`src/hdl/ppp_pkg.sv`:
```
// Shared types and constants for the perspective point projection block.
package ppp_pkg;

    // Number of quotient bits, one division cell per bit
    localparam int QBITS = 32;
    // Width of the dot products and of the divisor and remainder
    localparam int DW = 64;
    // Configuration address width (8-byte register pitch)
    localparam int AW = 6;

    // Register indexes on the configuration port
    typedef enum logic [2:0] {
        REG_ROW0_AB  = 3'd0,
        REG_H02_H10  = 3'd1,
        REG_H11_H12  = 3'd2,
        REG_H20_H21  = 3'd3,
        REG_H22      = 3'd4,
        REG_COLS     = 3'd5,
        REG_ROWS     = 3'd6,
        REG_NONE     = 3'd7
    } t_reg_idx;

    // Colour carried alongside a point
    typedef struct packed {
        logic [7:0] red;
        logic [7:0] green;
        logic [7:0] blue;
    } t_color;

    // Per-lane division state handed from cell to cell
    typedef struct packed {
        logic [DW-1:0]    rem;
        logic [QBITS-1:0] low;
        logic [QBITS-1:0] quo;
    } t_lane;

    // Word side data travelling with the division
    typedef struct packed {
        logic [DW-1:0] dmag;
        logic          negx;
        logic          negy;
        logic          ovfx;
        logic          ovfy;
        logic          nxneg;
        logic          nyneg;
        logic          degen;
        t_color        color;
    } t_side;

endpackage

```
`src/hdl/ppp_div_cell.sv`:
```
// One restoring division cell: resolves one quotient bit for both lanes.
module ppp_div_cell
    import ppp_pkg::*;
(
    input  logic   i_clk,
    input  logic   i_rst_n,
    input  logic   i_valid,
    output logic   o_ready,
    input  logic   i_ready_dn,
    input  t_lane  i_lane_x,
    input  t_lane  i_lane_y,
    input  t_side  i_side,
    output logic   o_valid,
    output t_lane  o_lane_x,
    output t_lane  o_lane_y,
    output t_side  o_side
);

    logic  r_valid;
    t_lane n_lane_x;
    t_lane n_lane_y;

    assign o_ready = !r_valid || i_ready_dn;
    assign o_valid = r_valid;

    // Shift in the next dividend bit, subtract the divisor where it fits
    function automatic t_lane step(input t_lane l, input logic [DW-1:0] d);
        logic [DW:0] rem2;
        logic        ge;
        t_lane       r;
        rem2  = {l.rem, l.low[QBITS-1]};
        ge    = rem2 >= {1'b0, d};
        r.rem = ge ? DW'(rem2 - {1'b0, d}) : rem2[DW-1:0];
        r.low = {l.low[QBITS-2:0], 1'b0};
        r.quo = {l.quo[QBITS-2:0], ge};
        return r;
    endfunction

    assign n_lane_x = step(i_lane_x, i_side.dmag);
    assign n_lane_y = step(i_lane_y, i_side.dmag);

    always_ff @(posedge i_clk) begin
        if (!i_rst_n) begin
            r_valid <= 1'b0;
        end else if (o_ready) begin
            r_valid <= i_valid;
        end
    end

    always_ff @(posedge i_clk) begin
        if (o_ready) begin
            o_lane_x <= n_lane_x;
            o_lane_y <= n_lane_y;
            o_side   <= i_side;
        end
    end

endmodule

```
`config.mk`:
```
export PLATFORM = sky130hd
export DESIGN_NAME = ppp_div_cell
export DESIGN_NICKNAME = d
export VERILOG_FILES = /design/src/hdl/ppp_pkg.sv /design/src/hdl/ppp_div_cell.sv
export SDC_FILE = /design/constraint.sdc
export NUM_CORES = 1
export LEC_CHECK = 0
export BUFFER_PORTS_ARGS = -buffer_cell sky130_fd_sc_hd__buf_2
export CORE_AREA = 5 5 275 277
export DETAILED_ROUTE_END_ITERATION = 10
export DIE_AREA = 0 0 280 282
export MAX_ROUTING_LAYER = met4
export PLACE_DENSITY = 0.51
export SLEW_MARGIN = 15
export SYNTH_ARGS = -nofsm -noshare
export SYNTH_HDL_FRONTEND = slang
export SYNTH_SLANG_ARGS = --single-unit
```
`constraint.sdc`:
```
create_clock -name i_clk -period 26.6 [get_ports i_clk]
set_input_delay 7.98 -clock i_clk [delete_from_list [all_inputs] [get_ports i_clk]]
set_output_delay 7.98 -clock i_clk [all_outputs]
set_load 0.02 [all_outputs]
```
=== Word-level counts from Yosys, hierarchy flattened ===
Cells that the tools add are included.

* Flip-flop bits (word level): 350
* Bits in latches: 0
* Memory bits (writable): 0
* Memory bits (read-only): 0
* Input port bits: 355
* Output and inout bits: 353
* Memories kept: 0

* $add $sub $neg: 2
* Multipliers: 0
* Div/mod/pow operators: 0
* $lt $le $gt $ge: 2
* Equal/unequal tests: 0
* Shift operators: 0
* Mux-type cells: 2
* Bitwise operators: 0
* Reduce and logical (&&, ||, !) cells: 2

{| class="wikitable"
|+ Operators with widths
! kind !! count
|-
| 65-bit by 64-bit >= comparator with 1-bit output || 2
|-
| 64-bit two-way mux || 2
|-
| 64-bit subtractor || 2
|-
| 1-bit zero test || 1
|-
| 1-bit logical OR || 1
|}

=== Logic depth before layout (Yosys ltp) ===
Gate-level depths: netlist (run 1).

* Word-level depth: 2
* Gate-level depth with buffers: 16
* Mapped depth without buffers: 13

=== Worst setup path after synthesis (run 1) ===
OpenSTA, ideal clock, no wires.

* Kind: input-to-output
* Start: input port i_ready_dn
* End: output port o_ready
* Data arrival time: 16464 ps
* Required time: 18620 ps
* Setup slack: 2156 ps
* Cell stages on the path: 1
* Cell sequence: nand2b_1

* Cells in the longest elaborated chain, start to end: 1

{| class="wikitable"
|+ Ends and longest elaborated chain
! item !! line !! text
|-
| from (decl) || ppp_div_cell.sv:9 || <nowiki>input logic i_ready_dn,</nowiki>
|-
| 1-bit logical OR || ppp_div_cell.sv:23 || <nowiki>assign o_ready = !r_valid || i_ready_dn;</nowiki>
|-
| to (decl) || ppp_div_cell.sv:8 || <nowiki>output logic o_ready,</nowiki>
|}

No other way between the ends.

=== Worst setup path after layout (run 1) ===
Ends and elaborated chain as after synthesis.

==> results of run 1 <==
[per-stage QoR]
stage | total power [mW] | setup WS, ns | area, sq um | hold slack [ns]
floorplan | 1.04 | 2.16 | 20300 | 7.93
global placement | 1.22 | 9.84 | 24700 | 0.937
detailed placement | 1.22 | 9.81 | 24700 | 0.990
CTS | 1.82 | 9.82 | 26100 | 0.998
global route | 1.88 | 9.76 | 26100 | 1.05
finish | 1.79 | 9.83 | 26100 | 0.980
[placed cells by master (no fill, tap or decap), types with 26 or more instances in the layout]
cell | synthesis | routed
buf_2 | 16 | 703
edfxtp_1 | 349 | 349
a21oi_1 | 219 | 219
nand2_1 | 134 | 134
nor2_1 | 128 | 128
ha_1 | 128 | 128
inv_1 | 106 | 106
o21ai_0 | 102 | 102
xnor2_1 | 71 | 71
mux2_4 | 55 | 55
a21o_1 | 53 | 53
nand4_1 | 46 | 46
xor2_1 | 46 | 46
clkbuf_16 | 0 | 43
o21bai_1 | 28 | 28
nor3_1 | 26 | 26
[sequential cells by signal (all words and copies together), names as in the netlist]
register	flops
o_valid	1
o_side	95
o_lane_x	127
o_lane_y	127
[cell families (layout without fill, tap and decap cells)]
family	after synthesis	in the layout
xor+xnor	117	117
compound gates	530	530
simple gates	439	439
buf+inv	188	899
flops	350	350
mux	67	67
fa+ha+maj	130	130
other cells	1	23
[report_power, final]
part / internal, mW / total (mW) / switching (mW) / leakage, nW
clock: 0.345 / 0.584 / 0.238 / 0.650
sequential: 0.688 / 0.707 / 0.0187 / 3.61
combinational: 0.180 / 0.498 / 0.319 / 7.27
[worst min path at each step]
stage / cells past startpoint / startpoint / slack (ns) / to
after floorplan: 1 / o_valid / 7.93 / o_lane_x[0]
after global placement: 1 / o_valid / 0.94 / o_side[72]
after detailed placement: 1 / o_valid / 0.99 / o_side[72]
after CTS: 1 / o_valid / 1.0 / o_side[72]
after global routing: 1 / o_valid / 1.05 / o_side[72]
final: 1 / o_valid / 0.98 / o_side[72]
[routing by layer]
metal	part of all wire (%)	wire length, um	global-route usage (%)	up-vias
met5	0	0	-	-
met4	2.4	2060	5.15	0
met3	7.2	6110	5.22	103
met2	51	43200	36.3	698
met1	40	33800	24.3	8338
li1	-	-	-	8182
[cell type report]
cell class | instances | area, sq um
Antenna cell | 21 | 52.6
Fill cell | 7438 | 46500
Clock inverter | 21 | 253
Multi-Input combinational cell | 1285 | 8980
Clock buffer | 54 | 1120
Tap cell | 959 | 1200
Timing Repair Buffer | 717 | 3620
Inverter | 107 | 403
Sequential cell | 350 | 10500
==> results.sh, run 1 <==
export IMPL_status="complete, no violations"
export IMPL_overflow=0
export IMPL_ctsRootBufferMaster="clkbuf_16"
export IMPL_synth_mux_area_share_pct=4.70
export IMPL_synth_simple_area_share_pct=10.2
export IMPL_die_w_um=280
export IMPL_synth_flop_cell="edfxtp_1"
export IMPL_antenna_found_initial=21
export IMPL_yosysTopAreaCell="edfxtp_1"
export IMPL_max_freq_mhz=59.6
export IMPL_reg2reg_depth=4
export IMPL_slew_headroom_pct=24.0
export IMPL_cts_tree="built"
export IMPL_ys_seq_elements=350
export IMPL_wl_um=85200
export IMPL_r2r_end="o_lane_y[73]"
export IMPL_ys_types=82
export IMPL_max_stage_delay_ns=0.43
export IMPL_grt_pass1_vias=17167
export IMPL_synth_compound_area_share_pct=16.0
export IMPL_maxCapViolCount=0
export IMPL_yosysMostFrequentCell="edfxtp_1"
export IMPL_io_buffers=703
export IMPL_clk_pin_slew_ns=0.06
export IMPL_num_io_pins=708
export IMPL_async_reset_ff_share_pct=0
export IMPL_synthAdderAreaFrac_pct=8.08
export IMPL_fin_nets=2988
export IMPL_hold_viol=0
export IMPL_die_area_sq_um=79000
export IMPL_netlist_area_leader_share_pct=51.6
export IMPL_hold_buffers=0
export IMPL_setup_tns_ns=0
export IMPL_synth_area_sq_um=20300
export IMPL_startpoint="i_ready_dn"
export IMPL_final_cells=3514
export IMPL_dp_cells=3418
export IMPL_groute_usage_overall_pct=20.9
export IMPL_ys_seq_area_share_pct=51.7
export IMPL_worstSetupPathDepth=3
export IMPL_finalMaxSlewViolations=0
export IMPL_rsz0062_at_grt="false"
export IMPL_cts_resized_gates=0
export IMPL_syn_inst=1822
export IMPL_synth_area_top_cells="edfxtp_1, ha_1, a21oi_1"
export IMPL_wl_per_cell_um=24.2
export IMPL_hold_class="reg -> reg"
export IMPL_fp_coreArea_sq_um=72600
export IMPL_end_kind="primary output"
export IMPL_fin_util_pct=36.0
export IMPL_worst_setup_path_start_kind="input pin"
export IMPL_worst_slew_pin_slew_ns=1.14
export IMPL_grt_pass1_wl_um=119000
export IMPL_cts_sinks=350
export IMPL_worst_ep_required_time_ns=18.62
export IMPL_layout_drive_gt1_share_pct=33.7
export IMPL_ys_warn_count=0
export IMPL_cp_arrival_ns=8.79
export IMPL_row_count=99
export IMPL_viasPerCell=4.93
export IMPL_synth_edff_count=349
export IMPL_grt_max_degree=103
export IMPL_synth_top_family_by_area="compound AO/OA/AOI/OAI gates"
export IMPL_start_util_pct=28.0
export IMPL_ys_top_cells_by_count="edfxtp_1, a21oi_1, nand2_1"
export IMPL_syn2layout_area_growth_pct=28.5
export IMPL_setup_violations=0
export IMPL_p_per_area_nw_per_um2=68.5
export IMPL_r2r_start="o_valid"
export IMPL_post_cts_buffers=0
export IMPL_period_share_pct=63.0
export IMPL_crit_family="simple AND/OR/NAND/NOR gates"
export IMPL_path_buf_inv=2
export IMPL_syn_avg_cell_area_sq_um=11.2
export IMPL_gp_congestion=0.929
export IMPL_drc=0
export IMPL_p_leak_nw=11.5
export IMPL_routed_via_count=17321
export IMPL_detail_route_antenna_nets=0
export IMPL_critPathSlowestCell="nand2b_4"
export IMPL_die_y_um=282
export IMPL_drt_initial_drc_count=1366
export IMPL_htree_levels=2
export IMPL_path_cells="buf_2, nand2b_4, buf_2"
export IMPL_hpwlAfterDp_um=71100
export IMPL_clock_skew_ns=0.0176
export IMPL_period_minus_slack_ns=16.77
export IMPL_crit_end="o_ready"
export IMPL_synthXorXnorAreaFrac_pct=5.04
export IMPL_cpMostUsedCell="buf_2"
export IMPL_cts_buffer_depth=3
export IMPL_timing_reg2reg_setup_slack_ns=22.98
export IMPL_cts_inserted_buffers=42
export IMPL_worstSetupPathType="in -> out"
export IMPL_firstDrtPassIters=6
export IMPL_peakVddDrop_mv=0.0398
export IMPL_critPathMaxFanout=36
export IMPL_clkLatencyLatePin_ns=0.57
Power figures use the tool's default switching activity.
==> run 2: changes to the inputs <==
==> constraint.sdc (replaced) <==
create_clock -name i_clk -period 15.74 [get_ports i_clk]
set_input_delay 4.722 -clock i_clk [delete_from_list [all_inputs] [get_ports i_clk]]
set_output_delay 4.722 -clock i_clk [all_outputs]
set_load 0.02 [all_outputs]
==> results.sh, run 2 (same netlist as run 1, synthesis figures left out) <==
export IMPL_timing_reg2reg_setup_slack_ns=13.19
export IMPL_grt_max_degree=72
export IMPL_use_met2_pct=36.8
export IMPL_firstDrtPassIters=5
export IMPL_place_ws_ns=5.67
export IMPL_hold_start="o_valid"
export IMPL_antenna_found_initial=22
export IMPL_syn2layout_area_growth_pct=28.6
export IMPL_cts_sinks=350
export IMPL_whs_path_depth=1
export IMPL_slew_headroom_pct=34.8
export IMPL_cts_buffer_depth=3
export IMPL_hold_viol=0
export IMPL_row_count=99
export IMPL_maxCapViolCount=0
export IMPL_worst_setup_path_start_kind="input pin"
export IMPL_ctsRootBufferMaster="clkbuf_16"
export IMPL_htree_levels=2
export IMPL_die_w_um=280
export IMPL_period_share_pct=63.8
export IMPL_worstSetupPathType="in -> out"
export IMPL_whs_ns=0.744
export IMPL_setup_slack_ns=5.70
export IMPL_worst_slew_pin_slew_ns=0.977
export IMPL_critPathMaxFanout=8
export IMPL_viasPerCell=4.91
export IMPL_mostFrequentLayoutCells="buf_2, edfxtp_1, a21oi_1"
export IMPL_hpwlAfterDp_um=71700
export IMPL_routed_via_count=17234
export IMPL_fillers=7457
export IMPL_io_buffers=703
export IMPL_setup_violations=0
export IMPL_place_area_sq_um=24700
export IMPL_drt_initial_drc_count=1227
export IMPL_max_freq_mhz=99.6
export IMPL_cp_arrival_ns=5.32
export IMPL_min_to="o_lane_y[30]"
export IMPL_critPathSlowestCell="nand2b_4"
export IMPL_fp_coreArea_sq_um=72600
export IMPL_clkLatencyLatePin_ns=0.58
export IMPL_wl_um=85200
export IMPL_clock_skew_ns=0.0155
export IMPL_max_stage_delay_ns=0.25
export IMPL_die_area_sq_um=79000
export IMPL_grt_pass1_vias=17093
export IMPL_overflow=0
export IMPL_final_common_cell="buf_2"
export IMPL_detail_route_antenna_nets=0
export IMPL_cts_tree="built"
export IMPL_fin_util_pct=36.0
export IMPL_rsz0062_at_grt="false"
export IMPL_layout_drive_gt1_share_pct=33.9
export IMPL_multi_input_area_sq_um=8980
export IMPL_groute_usage_overall_pct=20.8
export IMPL_setup_tns_ns=0
export IMPL_gp_congestion=0.941
export IMPL_period_minus_slack_ns=10.04
export IMPL_num_io_pins=708
export IMPL_worst_ep_required_time_ns=11.02
export IMPL_hold_buffers=0
export IMPL_fin_nets=2990
export IMPL_grt_busiest_layer="met2"
export IMPL_peakVddDrop_mv=0.0856
export IMPL_start_util_pct=28.0
export IMPL_r2r_end="o_lane_x[123]"
export IMPL_clk_pin_slew_ns=0.06
export IMPL_use_met1_pct=23.8
export IMPL_seqCellArea_sq_um=10500
export IMPL_cts_resized_gates=0
export IMPL_reg2reg_depth=3
export IMPL_p_per_area_nw_per_um2=116
export IMPL_cts_inserted_buffers=44
export IMPL_fin_area_sq_um=26100
export IMPL_reg_largest_list="o_lane_x: 127 flops, o_lane_y: 127 flops, o_side: 95 flops"
export IMPL_grt_pass1_wl_um=118000
export IMPL_met3_usage_pct=5.22
export IMPL_hold_class="reg -> reg"
export IMPL_path_cells="buf_2, nand2b_4, buf_2"
export IMPL_die_y_um=282
export IMPL_post_cts_buffers=0
export IMPL_p_leak_nw=11.6
export IMPL_r2r_start="o_valid"
export IMPL_wl_per_cell_um=24.3
export IMPL_drc=0
export IMPL_finalMaxSlewViolations=0
export IMPL_cpMostUsedCell="buf_2"
export IMPL_end_kind="primary output"
export IMPL_status="complete, no violations"
[run 2: where the power goes]
group          internal [mW]  switching, mW
Combinational          0.303          0.533
Clock                  0.577          0.423
Sequential              1.16         0.0331
[run 2: cell type report]
| cell class | instances | share of cell area, % |
|---|---|---|
| Sequential cell | 350 | 40.2 |
| Tap cell | 959 | 4.59 |
| Clock buffer | 50 | 4.38 |
| Inverter | 107 | 1.54 |
| Timing Repair Buffer | 717 | 13.9 |
| Clock inverter | 31 | 1.01 |
| Multi-Input combinational cell | 1285 | 34.3 |
| Antenna cell | 13 | 0.124 |
[run 2: metrics by stage]
stage	cells	power, mW
after floorplan	1823	1.75
after global placement	3418	2.06
after detailed placement	3418	2.06
after CTS	3499	3.08
after global routing	3511	3.18
final	3512	3.03
[run 2: critical path: cells and delay by family]
family                 cells  cell delay [ns]
AND/OR/NAND/NOR            1             0.25
buffers and inverters      2             0.33
[run 2: worst max-delay path by stage]
| stage | to | startpoint | depth (start not counted) | slack (ns) |
|---|---|---|---|---|
| 2_1_floorplan | o_ready | i_ready_dn | 1 | 1.85 |
| 3_3_place_gp | o_ready | i_ready_dn | 3 | 5.66 |
| 3_5_place_dp | o_ready | i_ready_dn | 3 | 5.67 |
| 4_1_cts | o_ready | i_ready_dn | 3 | 5.67 |
| 5_1_grt | o_ready | i_ready_dn | 3 | 5.67 |
| 6_report | o_ready | i_ready_dn | 3 | 5.70 |
[run 2: routing by layer]
layer	up-vias	share of wire [%]	routed length [um]
met3	104	7.3	6220
met4	0	2.5	2090
met1	8257	39	33300
met2	697	51	43600
met5	-	0	0
li1	8176	-	-
